**config.mk**
```make
export PLATFORM = sky130hd
export DESIGN_NAME = url_prefix_extractor
export DESIGN_NICKNAME = d
export VERILOG_FILES = /design/src/upe_pkg.sv /design/src/upe_front.sv /design/src/upe_fifo.sv /design/src/upe_back.sv /design/src/url_prefix_extractor.sv
export SDC_FILE = /design/constraint.sdc
export NUM_CORES = 1
export LEC_CHECK = 0
export BUFFER_PORTS_ARGS = -buffer_cell sky130_fd_sc_hd__buf_2
export CAP_MARGIN = 20
export CORE_MARGIN = 2
export CORE_UTILIZATION = 56
export DETAILED_ROUTE_END_ITERATION = 6
export PLACE_DENSITY = 0.83
export REMOVE_ABC_BUFFERS = 1
export SYNTH_ARGS = -nofsm -noshare
export SYNTH_HDL_FRONTEND = slang
export SYNTH_SLANG_ARGS = --single-unit
```
**constraint.sdc**
```tcl
create_clock -name clk_i -period 2.7 [get_ports clk_i]
set_input_delay 0.54 -clock clk_i [delete_from_list [all_inputs] [get_ports clk_i]]
set_output_delay 0.54 -clock clk_i [all_outputs]
set_load 0.05 [all_outputs]
```
**src/upe_pkg.sv**
```systemverilog
// shared types, prefix table and helpers for the url prefix extractor
`timescale 1ns / 1ps

package upe_pkg;

  localparam int NumPrefixes = 6;
  localparam int WinLen      = 8;
  localparam int HistDepth   = 7;
  localparam int PfxW        = 3;
  localparam int PosW        = 3;

  // prefix text, left aligned, zero padded
  localparam logic [7:0] PrefixText [NumPrefixes][WinLen] = '{
    '{"f", "t", "p", ":", "/", "/", 8'h00, 8'h00},
    '{"h", "t", "t", "p", ":", "/", "/", 8'h00},
    '{"h", "t", "t", "p", "s", ":", "/", "/"},
    '{"m", "a", "i", "l", "t", "o", ":", 8'h00},
    '{"n", "e", "w", "s", ":", 8'h00, 8'h00, 8'h00},
    '{"t", "e", "l", "n", "e", "t", ":", 8'h00}
  };

  localparam logic [3:0] PrefixLen [NumPrefixes] = '{
    4'd6, 4'd7, 4'd8, 4'd7, 4'd5, 4'd7
  };

  localparam logic [5:0] EnableReset = 6'h3f;

  typedef enum logic [1:0] {
    JobByte   = 2'd0,
    JobEnd    = 2'd1,
    JobPrefix = 2'd2
  } job_kind_e;

  typedef struct packed {
    job_kind_e       kind;
    logic [7:0]      data;
    logic [PfxW-1:0] pfx;
  } job_t;

  // front to queue
  typedef struct packed {
    logic push;
    job_t job;
  } q_wr_t;

  // queue to back
  typedef struct packed {
    logic valid;
    job_t job;
  } q_rd_t;

  function automatic logic [7:0] prefix_char(logic [PfxW-1:0] id, logic [PosW-1:0] pos);
    logic [7:0] c;
    c = 8'h00;
    if (id <= PfxW'(NumPrefixes - 1)) begin
      c = PrefixText[id][pos];
    end
    return c;
  endfunction

  function automatic logic [PosW-1:0] prefix_last(logic [PfxW-1:0] id);
    logic [PosW-1:0] l;
    l = '0;
    if (id <= PfxW'(NumPrefixes - 1)) begin
      l = PosW'(PrefixLen[id] - 4'd1);
    end
    return l;
  endfunction

endpackage

```
**src/upe_front.sv**
```systemverilog
// front end: history window, prefix matcher and url state
`timescale 1ns / 1ps

module upe_front import upe_pkg::*; (
  input  logic       clk_i,
  input  logic       rst_ni,
  input  logic       cfg_we_i,
  input  logic [5:0] cfg_wdata_i,
  input  logic       accept_i,
  input  logic [7:0] data_byte_i,
  input  logic       end_of_input_i,
  output q_wr_t      q_wr_o
);

  logic [5:0]  enable_q;
  logic [7:0]  hist_q [HistDepth];
  logic [7:0]  win [WinLen];
  logic        inside_q, inside_d;
  logic [NumPrefixes-1:0] hit;
  logic [PfxW-1:0] pfx_sel;
  logic        url_byte;

  always_comb begin
    for (int i = 0; i < HistDepth; i++) begin
      win[i] = hist_q[i];
    end
    win[WinLen-1] = data_byte_i;
  end

  // compare the window tail against every enabled prefix
  always_comb begin
    logic ok;
    ok = 1'b0;
    for (int s = 0; s < NumPrefixes; s++) begin
      ok = enable_q[s];
      for (int k = 0; k < WinLen; k++) begin
        if (k < int'(PrefixLen[s])) begin
          if (win[WinLen - int'(PrefixLen[s]) + k] != PrefixText[s][k]) begin
            ok = 1'b0;
          end
        end
      end
      hit[s] = ok;
    end
  end

  // lowest numbered prefix wins
  always_comb begin
    pfx_sel = '0;
    for (int s = NumPrefixes - 1; s >= 0; s--) begin
      if (hit[s]) begin
        pfx_sel = PfxW'(s);
      end
    end
  end

  always_comb begin
    url_byte = 1'b0;
    if (data_byte_i inside {[8'h21:8'h7e]}) begin
      url_byte = !(data_byte_i inside {",", "<", ">"});
    end
  end

  always_comb begin
    q_wr_o.push     = 1'b0;
    q_wr_o.job.kind = JobByte;
    q_wr_o.job.data = data_byte_i;
    q_wr_o.job.pfx  = pfx_sel;
    inside_d        = inside_q;
    if (accept_i) begin
      if (end_of_input_i) begin
        q_wr_o.push     = inside_q;
        q_wr_o.job.kind = JobEnd;
        inside_d        = 1'b0;
      end else if (inside_q) begin
        q_wr_o.push = 1'b1;
        if (url_byte) begin
          q_wr_o.job.kind = JobByte;
        end else begin
          q_wr_o.job.kind = JobEnd;
          inside_d        = 1'b0;
        end
      end else if (|hit) begin
        q_wr_o.push     = 1'b1;
        q_wr_o.job.kind = JobPrefix;
        inside_d        = 1'b1;
      end
    end
  end

  always_ff @(posedge clk_i or negedge rst_ni) begin
    if (!rst_ni) begin
      enable_q <= EnableReset;
      inside_q <= 1'b0;
      for (int i = 0; i < HistDepth; i++) begin
        hist_q[i] <= 8'h00;
      end
    end else begin
      if (cfg_we_i) begin
        enable_q <= cfg_wdata_i;
      end
      inside_q <= inside_d;
      if (accept_i) begin
        for (int i = 0; i < HistDepth; i++) begin
          hist_q[i] <= end_of_input_i ? 8'h00 : win[i+1];
        end
      end
    end
  end

  a_eoi_closes: assert property (@(posedge clk_i) disable iff (!rst_ni)
    accept_i && end_of_input_i |=> !inside_q)
    else $error("url still open after end of input");

  a_push_needs_accept: assert property (@(posedge clk_i) disable iff (!rst_ni)
    q_wr_o.push |-> accept_i)
    else $error("queue push without an accepted item");

  a_prefix_only_outside: assert property (@(posedge clk_i) disable iff (!rst_ni)
    q_wr_o.push && q_wr_o.job.kind == JobPrefix |-> !inside_q && !end_of_input_i)
    else $error("prefix job issued inside a url");

endmodule

```
**src/upe_fifo.sv**
```systemverilog
// short job queue between front and back
`timescale 1ns / 1ps

module upe_fifo import upe_pkg::*; #(
  parameter int Depth = 4
) (
  input  logic  clk_i,
  input  logic  rst_ni,
  input  q_wr_t q_wr_i,
  output logic  full_o,
  input  logic  pop_i,
  output q_rd_t q_rd_o
);

  localparam int PtrW = $clog2(Depth);
  localparam int CntW = $clog2(Depth + 1);

  job_t            mem_q [Depth];
  logic [PtrW-1:0] wr_ptr_q, rd_ptr_q;
  logic [CntW-1:0] count_q;
  logic            do_push, do_pop;

  assign full_o       = (count_q == CntW'(Depth));
  assign q_rd_o.valid = (count_q != '0);
  assign q_rd_o.job   = mem_q[rd_ptr_q];
  assign do_push      = q_wr_i.push && !full_o;
  assign do_pop       = pop_i && q_rd_o.valid;

  always_ff @(posedge clk_i) begin
    if (do_push) begin
      mem_q[wr_ptr_q] <= q_wr_i.job;
    end
  end

  always_ff @(posedge clk_i or negedge rst_ni) begin
    if (!rst_ni) begin
      wr_ptr_q <= '0;
      rd_ptr_q <= '0;
      count_q  <= '0;
    end else begin
      if (do_push) begin
        wr_ptr_q <= (wr_ptr_q == PtrW'(Depth - 1)) ? '0 : wr_ptr_q + 1'b1;
      end
      if (do_pop) begin
        rd_ptr_q <= (rd_ptr_q == PtrW'(Depth - 1)) ? '0 : rd_ptr_q + 1'b1;
      end
      case ({do_push, do_pop})
        2'b10:   count_q <= count_q + 1'b1;
        2'b01:   count_q <= count_q - 1'b1;
        default: count_q <= count_q;
      endcase
    end
  end

endmodule

```
**src/upe_back.sv**
```systemverilog
// back end: expands jobs into result items behind an output register
`timescale 1ns / 1ps

module upe_back import upe_pkg::*; (
  input  logic       clk_i,
  input  logic       rst_ni,
  input  q_rd_t      q_rd_i,
  output logic       pop_o,
  output logic       out_valid_o,
  input  logic       out_stall_i,
  output logic [7:0] url_byte_o,
  output logic       first_of_url_o,
  output logic       url_end_o
);

  logic            advance;
  logic            busy_q, busy_d;
  logic [PosW-1:0] k_q, k_d;
  logic [PfxW-1:0] pfx_q, pfx_d;
  logic            out_valid_q, out_valid_d;
  logic [7:0]      byte_q, byte_d;
  logic            first_q, first_d;
  logic            end_q, end_d;

  assign advance = !out_valid_q || !out_stall_i;
  assign pop_o   = advance && !busy_q && q_rd_i.valid;

  always_comb begin
    busy_d      = busy_q;
    k_d         = k_q;
    pfx_d       = pfx_q;
    out_valid_d = out_valid_q && out_stall_i;
    byte_d      = byte_q;
    first_d     = first_q;
    end_d       = end_q;
    if (advance) begin
      if (busy_q) begin
        // rest of the prefix text
        out_valid_d = 1'b1;
        byte_d      = prefix_char(pfx_q, k_q);
        first_d     = 1'b0;
        end_d       = 1'b0;
        k_d         = k_q + 1'b1;
        if (k_q == prefix_last(pfx_q)) begin
          busy_d = 1'b0;
        end
      end else if (q_rd_i.valid) begin
        out_valid_d = 1'b1;
        case (q_rd_i.job.kind)
          JobEnd: begin
            byte_d  = 8'h00;
            first_d = 1'b0;
            end_d   = 1'b1;
          end
          JobPrefix: begin
            byte_d  = prefix_char(q_rd_i.job.pfx, '0);
            first_d = 1'b1;
            end_d   = 1'b0;
            pfx_d   = q_rd_i.job.pfx;
            k_d     = PosW'(1);
            busy_d  = 1'b1;
          end
          default: begin
            byte_d  = q_rd_i.job.data;
            first_d = 1'b0;
            end_d   = 1'b0;
          end
        endcase
      end
    end
  end

  always_ff @(posedge clk_i or negedge rst_ni) begin
    if (!rst_ni) begin
      busy_q      <= 1'b0;
      out_valid_q <= 1'b0;
    end else begin
      busy_q      <= busy_d;
      out_valid_q <= out_valid_d;
    end
  end

  always_ff @(posedge clk_i) begin
    k_q     <= k_d;
    pfx_q   <= pfx_d;
    byte_q  <= byte_d;
    first_q <= first_d;
    end_q   <= end_d;
  end

  assign out_valid_o    = out_valid_q;
  assign url_byte_o     = byte_q;
  assign first_of_url_o = first_q;
  assign url_end_o      = end_q;

  a_busy_pos: assert property (@(posedge clk_i) disable iff (!rst_ni)
    busy_q |-> k_q != '0)
    else $error("prefix expansion at position zero while busy");

  a_first_not_end: assert property (@(posedge clk_i) disable iff (!rst_ni)
    out_valid_q |-> !(first_q && end_q))
    else $error("result flagged both first and end");

endmodule

```
**src/url_prefix_extractor.sv**
```systemverilog
// top level of the url prefix extractor: front, job queue and back
// path: a job from an accepted item is registered in the queue, then its first result in the back end's output register
// throughput: one item per cycle unless in_stall_o; a prefix match puts out 5 to 8 items,
//   one per cycle unless out_stall_i, from the back end while the queue of QueueDepth jobs keeps taking input
// reset: asynchronous active low, clears history, url state, queue and output valid,
//   and sets all prefix enables
`timescale 1ns / 1ps

module url_prefix_extractor import upe_pkg::*; #(
  parameter int QueueDepth = 4  // jobs between front and back, at least 2
) (
  input  logic       clk_i,
  input  logic       rst_ni,
  // configuration: prefix enable mask
  input  logic       cfg_we_i,
  input  logic [5:0] cfg_wdata_i,
  // input channel
  input  logic       in_valid_i,
  output logic       in_stall_o,
  input  logic [7:0] data_byte_i,
  input  logic       end_of_input_i,
  // output channel
  output logic       out_valid_o,
  input  logic       out_stall_i,
  output logic [7:0] url_byte_o,
  output logic       first_of_url_o,
  output logic       url_end_o
);

  q_wr_t q_wr;   // job written by the front
  q_rd_t q_rd;   // head of the queue seen by the back
  logic  q_full;
  logic  pop;
  logic  accept;

  // input only waits when the job queue is full
  assign in_stall_o = q_full;
  assign accept     = in_valid_i && !q_full;

  // front: keeps the seven byte history, matches prefixes and tracks
  // whether a url is open; emits at most one job per item
  upe_front u_front (
    .clk_i          (clk_i),
    .rst_ni         (rst_ni),
    .cfg_we_i       (cfg_we_i),
    .cfg_wdata_i    (cfg_wdata_i),
    .accept_i       (accept),
    .data_byte_i    (data_byte_i),
    .end_of_input_i (end_of_input_i),
    .q_wr_o         (q_wr)
  );

  // jobs wait here while the back spells out a prefix
  upe_fifo #(
    .Depth (QueueDepth)
  ) u_fifo (
    .clk_i  (clk_i),
    .rst_ni (rst_ni),
    .q_wr_i (q_wr),
    .full_o (q_full),
    .pop_i  (pop),
    .q_rd_o (q_rd)
  );

  // back: one result item per cycle into the output register unless the output stalls
  upe_back u_back (
    .clk_i          (clk_i),
    .rst_ni         (rst_ni),
    .q_rd_i         (q_rd),
    .pop_o          (pop),
    .out_valid_o    (out_valid_o),
    .out_stall_i    (out_stall_i),
    .url_byte_o     (url_byte_o),
    .first_of_url_o (first_of_url_o),
    .url_end_o      (url_end_o)
  );

  a_no_push_full: assert property (@(posedge clk_i) disable iff (!rst_ni)
    q_wr.push |-> !q_full)
    else $error("job pushed into a full queue");

endmodule
```
Word-level counts from Yosys, hierarchy flattened

Memory sizes are Yosys's and may differ from the RTL's.
Index checks and enable logic that the tools add are counted.

Register bits: 88
Bits in latches: 0
Memory bits (writable): 52
Bits in read-only memories: 1056
Bits of input ports: 20
Output and inout bits: 12
Logic and storage cells: 199
Memories kept: 4

Add/sub/neg operators: 6
Multiply operators: 0
Divide/modulo/power cells: 0
Order comparisons: 7
Equal/unequal tests: 39
Shift operators: 0
Mux-type cells: 98
Bitwise gates (word level): 4
Reductions and logical operators: 22

Memory list:

| memory           | words | bits a word | read ports | clocked after Yosys merged registers in | wr ports | line           | RTL |
|---|---|---|---|---|---|---|---|
| (name not given) | 8     | 64          | 1          | 0                                       | 0        | upe_pkg.sv:56  | `c = PrefixText[id][pos];` |
| (name not given) | 8     | 64          | 1          | 0                                       | 0        | upe_pkg.sv:56  |  |
| u_fifo.mem_q     | 4     | 13          | 1          | 0                                       | 1        | upe_fifo.sv:18 | `job_t mem_q [Depth];` |
| (name not given) | 8     | 4           | 1          | 0                                       | 0        | upe_pkg.sv:65  | `l = PosW'(PrefixLen[id] - 4'd1);` |

Operator list:

| operator                                                                         | number |
|---|---|
| 64-bit two-way mux                                                               | 4 |
| 8-bit by 7-bit != test with 1-bit output, second input constant                  | 24 |
| 8-bit two-way mux                                                                | 13 |
| 1-bit two-way mux                                                                | 58 |
| 3-bit two-way mux                                                                | 18 |
| 8-bit by 6-bit != test with 1-bit output, second input constant                  | 4 |
| 8-bit binary-select mux with 3-bit select                                        | 1 |
| 8-bit by 6-bit equality test with 1-bit output, second input constant            | 3 |
| 8-bit one-hot mux with 2 select lines                                            | 1 |
| 4-bit >= comparator, second input constant                                       | 3 |
| 3-bit NOT with 4-bit output                                                      | 3 |
| 2-bit equality test, second input constant                                       | 4 |
| 8-bit by 6-bit >= comparator with 1-bit output, second input constant            | 1 |
| 8-bit by 7-bit less-or-equal comparator with 1-bit output, second input constant | 1 |
| 1-bit logical AND                                                                | 7 |
| 3-bit by 1-bit adder with 3-bit output, second input constant                    | 2 |
| 3-bit less-or-equal comparator, second input constant                            | 2 |
| 3-bit one-hot mux with 2 select lines                                            | 1 |
| 2-bit nonzero test                                                               | 3 |
| 3-bit nonzero test                                                               | 2 |
| 6-bit OR reduction                                                               | 1 |
| 3-bit by 1-bit subtractor with 3-bit output, second input constant               | 2 |
| 1-bit zero test                                                                  | 5 |
| 2-bit by 1-bit adder with 2-bit output, second input constant                    | 2 |
| 9 further kinds                                                                  | 11 |

Depth between registers and ports, before layout

Gate-level depths: netlist of the first run.

Depth in word-level cells: 17
Gate-level depth with buffers: 13
Mapped depth without buffers: 13

By module

Synthesis of the first run repeated with hierarchy kept, for this count alone.

Cells, all modules: 573
Area total of the unflattened synthesis: 7260.7 um2

Modules (own cells, without submodules):

| module               | instances | cells an instance | area each (um2) | sequential area each (um2) |
|---|---|---|---|---|
| upe_front            | 1         | 293               | 3258.1          | 1584.0 |
| upe_fifo             | 1         | 108               | 2374.8          | 1736.7 |
| upe_back             | 1         | 171               | 1614.0          | 530.5 |
| url_prefix_extractor | 1         | 1                 | 13.8            | 0.0 |

Least setup slack after synthesis of the first run

OpenSTA, ideal clock, no wires.

Path kind: register to register
From: register u_front.hist_q[47] in the netlist's numbering
To: register u_fifo.count_q[1]
Library setup time: 0.083 ns
Arrival time: 2.795 ns
Data required time: 2.617 ns
Slack: -0.178 ns
Stages on the path, launching flop included: 12
Buffers on the path: 0
Clock period less this slack: 2.878 ns
Cells stage by stage: dfrtp_1 and4bb_1 nand4_1 or4_1 a2bb2oi_1 o221a_4 o21ba_2 nand2b_1 ha_1 inv_1 fa_1 o21ai_0

Word-level cells in the longest chain between the ends: 16
Elaborated cells between the ends (all ways): 41
Classes of those cells: 5 x eq/ne; 33 x mux; 3 x reduce/logical

RTL lines:

| item                                                                                         | line             | RTL |
|---|---|---|
| start: declaration                                                                           | upe_front.sv:16  | `logic [7:0] hist_q [HistDepth];` |
| start signal: indexed assignment                                                             | upe_front.sv:105 | `hist_q[i] <= end_of_input_i ? 8'h00 : win[i+1];` |
| 8-bit by 7-bit != test with 1-bit output                                                     | upe_front.sv:38  | `if (win[WinLen - int'(PrefixLen[s]) + k] != PrefixText[s][k]) begin` |
| 1-bit two-way mux (7 in a row)                                                               | upe_front.sv:38  |  |
| 6-bit OR reduction *                                                                         | upe_front.sv:83  | `end else if (\|hit) begin` |
| 3-bit two-way mux *                                                                          | upe_front.sv:83  |  |
| 3-bit two-way mux *                                                                          | upe_front.sv:75  | `end else if (inside_q) begin` |
| 3-bit two-way mux *                                                                          | upe_front.sv:71  | `if (end_of_input_i) begin` |
| 3-bit two-way mux *                                                                          | upe_front.sv:70  | `if (accept_i) begin` |
| 1-bit logical AND *                                                                          | upe_fifo.sv:26   | `assign do_push = q_wr_i.push && !full_o;` |
| 2-bit by 1-bit equality test with 1-bit output / 2-bit equality test (equally long branches) | upe_fifo.sv:47   | `case ({do_push, do_pop})` |
| 3-bit one-hot mux with 2 select lines / 2-bit nonzero test (equally long branches)           | n/a              |  |
| end signal: assignment                                                                       | upe_fifo.sv:48   | `2'b10: count_q <= count_q + 1'b1;` |
| end signal: assignment                                                                       | upe_fifo.sv:49   | `2'b01: count_q <= count_q - 1'b1;` |
| end signal: assignment                                                                       | upe_fifo.sv:50   | `default: count_q <= count_q;` |
| end: declaration                                                                             | upe_fifo.sv:20   | `logic [CntW-1:0] count_q;` |

Mark *: on every way between the ends. The rest lies on a longest branch, timed or not.
A chain may end at the register's enable or synchronous reset.

Worst setup path after layout of the first run

From: register u_front.hist_q[47] in the netlist's numbering
To: register u_fifo.count_q[2]

Same word-level chain as after synthesis.

==> impl_metrics.ini, run 1 <==
[logic_synthesis]
yosys_warnings = 0
async_reset_ff_frac = 0.514
ys_ff_latch = 140
syn_area_um2 = 6860
synth_edf_count = 68
synthFlopType = edfxtp_1
synth_cell_type_count = 66
syn_inst = 627
synth-seq-area-share = 0.562
synth.avg_cell_area_um2 = 10.9

[grt]
antenna_found_initial = 0
grt_pass1_vias = 5281
grt_pass1_wl_um = 26600
grt_overflow = 0
grt.total_usage = 0.267
grt_max_degree = 113

[worst_setup_path]
crit_arrival_ns = 3.23
crit_buf_inv = 1
path_depth = 13
critical-path-max-stage-delay_ns = 0.46
worstSetupEndpoint = u_fifo.count_q[2]
reg2reg_depth = 13
end_kind = register
startpoint = u_front.hist_q[47]
reg2reg_slack_ns = -0.21
worstPathRequired_ns = 3.02
critPathKind = reg -> reg
crit_chain = and4bb_1 > nand4_1 > or4_4 > a2bb2oi_2 > o221a_4 > o21ba_4 > nand2b_4 > ha_4 > inv_4 > fa_2 > xor2_1 > nor2_1 > xor2_1
start_kind = register
regToRegStartpoint = u_front.hist_q[47]
path_max_fanout = 2
cpMaxStageDelayCell = or4_4
crit_family = simple AND/OR/NAND/NOR gates
reg2reg_to = u_fifo.count_q[2]
cpMostUsedCell = xor2_1

[clock_tree]
cts_tree = done
numCtsBuffers = 17
clk_latency_ns = 0.44
htreeDepth = 4
cts.sinks = 140
cts_root_buf = clkbuf_16
clk_path_buf_depth = 2
cts.clk_slew.worst_paths_ns = 0.06

[floorplan]
row_count = 40
coreArea_um2 = 12000
die_width_um = 115
die_height_um = 115
dieArea_um2 = 13100
boundaryPins = 32
start_util = 0.573

[cells_and_area]
final_common_cell = nand2_1
area_growth_pct = 23.0
final_area_um2 = 8430
final_cells = 880
nFillCells = 782
drive_gt1_frac = 0.263
fin_util = 0.705
final_cell_mix = 141 x nand2_1, 69 x buf_4, 68 x edfxtp_1, 66 x o21ai_0, 65 x dfrtp_1
n_antenna_cell = 0
nNetsFinal = 764

[detailed_routing]
drc = 0
firstDrtPassIters = 5
route.antenna.remaining_nets = 0
wire_per_inst_um = 18.7
vias = 5304
first_iter_violations = 595
drt-vias-per-instance = 6.03
wirelength_um = 16500

[placed_design]
gp_congestion = 0.866
portBuffers = 31
dp.cells = 844
dp_hpwl_um = 10700
place_area_um2 = 7690

[status]
violations = setup timing
outcome = finished, violations left

[power]
powerDensity_nw_per_um2 = 827
ir_drop_mv = 0.479
power.leakage_nw = 3.42

[flow_run]
drv_cap = 0

[timing]
worst_slack_ns = -0.215
fin_skew_ns = 0.00955
worstMarginPinSlew_ns = 0.579
relSlewSlack = 0.614
slew_violations = 0
fin_crit_sh = 1.08
max_freq_mhz = 343
setup_tns_ns = -0.381
setup_viol = 2
hold_violations = 0
rsz0062_at_grt = true
min_period_ns = 2.91
whs_ns = 0.124

[worst_hold_path]
hp-class = in -> async
==> metal layers <==
layer	GRT usage	part of all wire	up-vias	routed length (µm)
li1	-	-	2458	-
met1	0.314	0.38	2566	6260
met2	0.472	0.53	227	8720
met3	0.0561	0.052	53	857
met4	0.121	0.040	0	661
met5	0	0	-	0
==> how the worst min path moves through the flow <==
stage	endpoint	cells after the start	from
2_1_floorplan	u_back.busy_q	0	rst_ni
3_5_place_dp	u_front.hist_q[50]	2	u_front.hist_q[50]
6_report	u_front.hist_q[30]	2	rst_ni
5_1_grt	u_front.hist_q[30]	2	rst_ni
3_3_place_gp	u_front.hist_q[55]	2	u_front.hist_q[55]
4_1_cts	u_front.hist_q[12]	2	rst_ni
==> synth_stat cells (5+ instances only) <==
cell type  number  area [µm²]
inv_1          14        52.6
dfrtp_1        66        1650
mux2_2          8        90.1
ha_1           23         288
nand2_1       141         529
and3_1          5        31.3
clkbuf_1       27         101
nor2b_1         9        56.3
a21oi_1        19        95.1
dfstp_2         6         158
nand3_1         7        35.0
buf_1           6        22.5
o21ai_0        67         335
nand4_1         7        43.8
nor3_1          6        30.0
edfxtp_1       68        2040
mux4_2         13         293
nand4b_1        9        78.8
nor2_1         31         116
==> flip-flops by register name (all words and copies together) (netlist names), 2 cells and up <==
name               cells
u_front.hist_q        56
u_fifo.mem_q          52
u_fifo.count_q         3
u_back.url_byte_o      8
u_front.enable_q       6
u_back.pfx_q           3
u_fifo.rd_ptr_q        2
u_fifo.wr_ptr_q        2
u_back.k_q             3
==> cell families after synthesis <==
family	synth area share
xor+xnor	0.0102
buf+inv	0.0281
fa+ha+maj	0.0449
simple gates	0.183
flops	0.562
mux	0.0588
compound gates	0.113
==> stage by stage <==
stage	setup WS, ns	power, mW
2_1_floorplan	-0.749	3.94
3_3_place_gp	-0.197	4.52
3_5_place_dp	-0.285	4.60
4_1_cts	-0.161	6.94
5_1_grt	-0.302	7.27
6_report	-0.215	6.97
==> final cells by class <==
| cell class | instances | area [µm²] | share of cell area |
|---|---|---|---|
| Sequential cell | 140 | 3850 | 0.457 |
| Multi-Input combinational cell | 436 | 2910 | 0.345 |
| Timing Repair Buffer | 108 | 843 | 0.100 |
| Clock buffer | 17 | 425 | 0.0505 |
| Tap cell | 147 | 184 | 0.0218 |
| Clock inverter | 15 | 150 | 0.0178 |
| Inverter | 17 | 66.3 | 0.00786 |
==> repair_timing <==
item,in CTS,in global routing
buffers inserted,3,1
cloned,1,1
hold buffers,0,0
pin swaps,6,6
gates resized for setup,15,11
setup endpoints to repair,54,56
hold endpoints to repair,0,0
==> power by group <==
part | switching (mW) | internal [mW] | leakage, nW
sequential | 0.275 | 2.53 | 1.54
combinational | 1.10 | 0.768 | 1.60
clock | 0.996 | 1.30 | 0.284
total | 2.37 | 4.60 | 3.42
Note: power is estimated with default switching activity, not from simulation.
==> inputs of run 2 (changes only) <==
- CORE_UTILIZATION: 56 -> 55
- PLACE_DENSITY: 0.83 -> 0.81
==> impl_metrics.ini, run 2 (synthesis gave the netlist of run 1 again) <==
[detailed_routing]
vias = 5310
wirelength_um = 16200
drc = 0
wire_per_inst_um = 17.9
drt-vias-per-instance = 5.86
route.antenna.remaining_nets = 0
firstDrtPassIters = 5
first_iter_violations = 549

[grt]
grt_pass1_wl_um = 25500
grt_overflow = 0
antenna_found_initial = 0
grt_max_degree = 115
grt.total_usage = 0.250
grt_pass1_vias = 5263

[cells_and_area]
final_cell_mix = 141 x nand2_1, 72 x buf_4, 68 x edfxtp_1, 66 x o21ai_0, 66 x dfrtp_1
largest_reg_flops = 56
area_growth_pct = 24.1
final_common_cell = nand2_1
nNetsFinal = 769
top_register = u_front.hist_q
fin_util = 0.703
n_antenna_cell = 0
drive_gt1_frac = 0.260
final_cells = 906

[power]
powerDensity_nw_per_um2 = 813
ir_drop_mv = 0.453
power_mw = 6.92
power.leakage_nw = 3.41

[timing]
fin_crit_sh = 1.08
rsz0062_at_grt = true
relSlewSlack = 0.568
hold_violations = 0
setup_viol = 14
worst_slack_ns = -0.204
worstMarginPinSlew_ns = 0.649
slew_violations = 0
max_freq_mhz = 344
min_period_ns = 2.90
fin_skew_ns = 0.00890

[clock_tree]
clk_path_buf_depth = 2
cts_root_buf = clkbuf_16
cts_tree = done
cts.sinks = 140
htreeDepth = 4
clk_latency_ns = 0.42
numCtsBuffers = 17
cts.clk_slew.worst_paths_ns = 0.06

[floorplan]
dieArea_um2 = 13400
die_width_um = 116
die_height_um = 116
coreArea_um2 = 12100
row_count = 40
boundaryPins = 32
start_util = 0.566

[status]
outcome = finished, violations left
violations = setup timing

[worst_setup_path]
worstPathRequired_ns = 3.05
path_max_fanout = 2
critPathKind = reg -> reg
crit_arrival_ns = 3.25
end_kind = register
start_kind = register

[placed_design]
dp_slack_ns = -0.352
dp_hpwl_um = 11000
gp_congestion = 0.858
dp.cells = 868
portBuffers = 31

[worst_hold_path]
hp-class = in -> async

[flow_run]
drv_cap = 0
## run 2: cell count changes in the layout (fill, tap and decap cells not counted), sizes merged
cell	delta
clkinv	-2
clkinvlp	+6
buf	+4
bufinv	+1
clkbuf	+3
inv	-7
## run 2: through the flow
| stage | TNS [ns] | instance area, µm² | hold slack (ns) |
|---|---|---|---|
| finish | -0.556 | 8510 | 0.142 |
| detailed placement | -1.92 | 7750 | 0.480 |
| global placement | -0.367 | 7750 | 0.461 |
| global route | -3.60 | 8510 | 0.177 |
| floorplan | -49.29 | 6730 | 0.244 |
| CTS | -0.347 | 8390 | 0.150 |
## run 2: worst paths after layout
| path | from | to | slack, ns | cells after the start |
|---|---|---|---|---|
| max in group asynchronous | rst_ni | u_front.enable_q[1] | 1.81 | 2 |
| min in group clk_i | cfg_wdata_i[2] | u_front.enable_q[2] | 0.35 | 2 |
| min reg2reg | u_front.hist_q[55] | u_front.hist_q[55] | 0.49 | 2 |
| min | rst_ni | u_front.hist_q[21] | 0.14 | 1 |
| max | u_front.hist_q[41] | u_fifo.count_q[1] | -0.20 | 11 |
| max reg2reg | u_front.hist_q[41] | u_fifo.count_q[1] | -0.20 | 11 |
## run 2: report_power, final
group	leakage, nW	internal [mW]	switching [mW]
Clock	0.262	1.36	0.903
Combinational	1.62	0.764	1.07
Sequential	1.54	2.53	0.282
## run 2: per-layer routing
layer  global-route usage  wire length [µm]
met5                    0                 0
met4               0.0984               357
met3               0.0570               667
met2                0.442              8690
met1                0.296              6460
## run 2: area by class of cell
| type | instances | area (µm²) |
|---|---|---|
| fill | 859 | 3600 |
| tap | 168 | 210 |
| inverter | 17 | 66.3 |
| sequential | 140 | 3850 |
| clock inverter | 13 | 145 |
| clock buffer | 19 | 433 |
| multi-input combinational | 436 | 2890 |
| timing repair buffer | 113 | 911 |
## run 2: timing repair
action | in CTS | in global routing
gates cloned | 0 | 3
setup buffers | 2 | 2
resized for setup | 10 | 10
pin swaps | 5 | 5
endpoints found under the setup margin | 59 | 58
hold buffers | 0 | 0
## run 2: worst max-delay path, stage by stage, from the launching register on
cell	delay [ns]
dfrtp_1	0.38
and4bb_1	0.30
nand4_1	0.16
or4_4	0.47
a2bb2oi_2	0.15
o221a_4	0.24
o21ba_4	0.20
nand2b_4	0.14
ha_4	0.17
inv_4	0.05
fa_2	0.42
o21ai_2	0.15
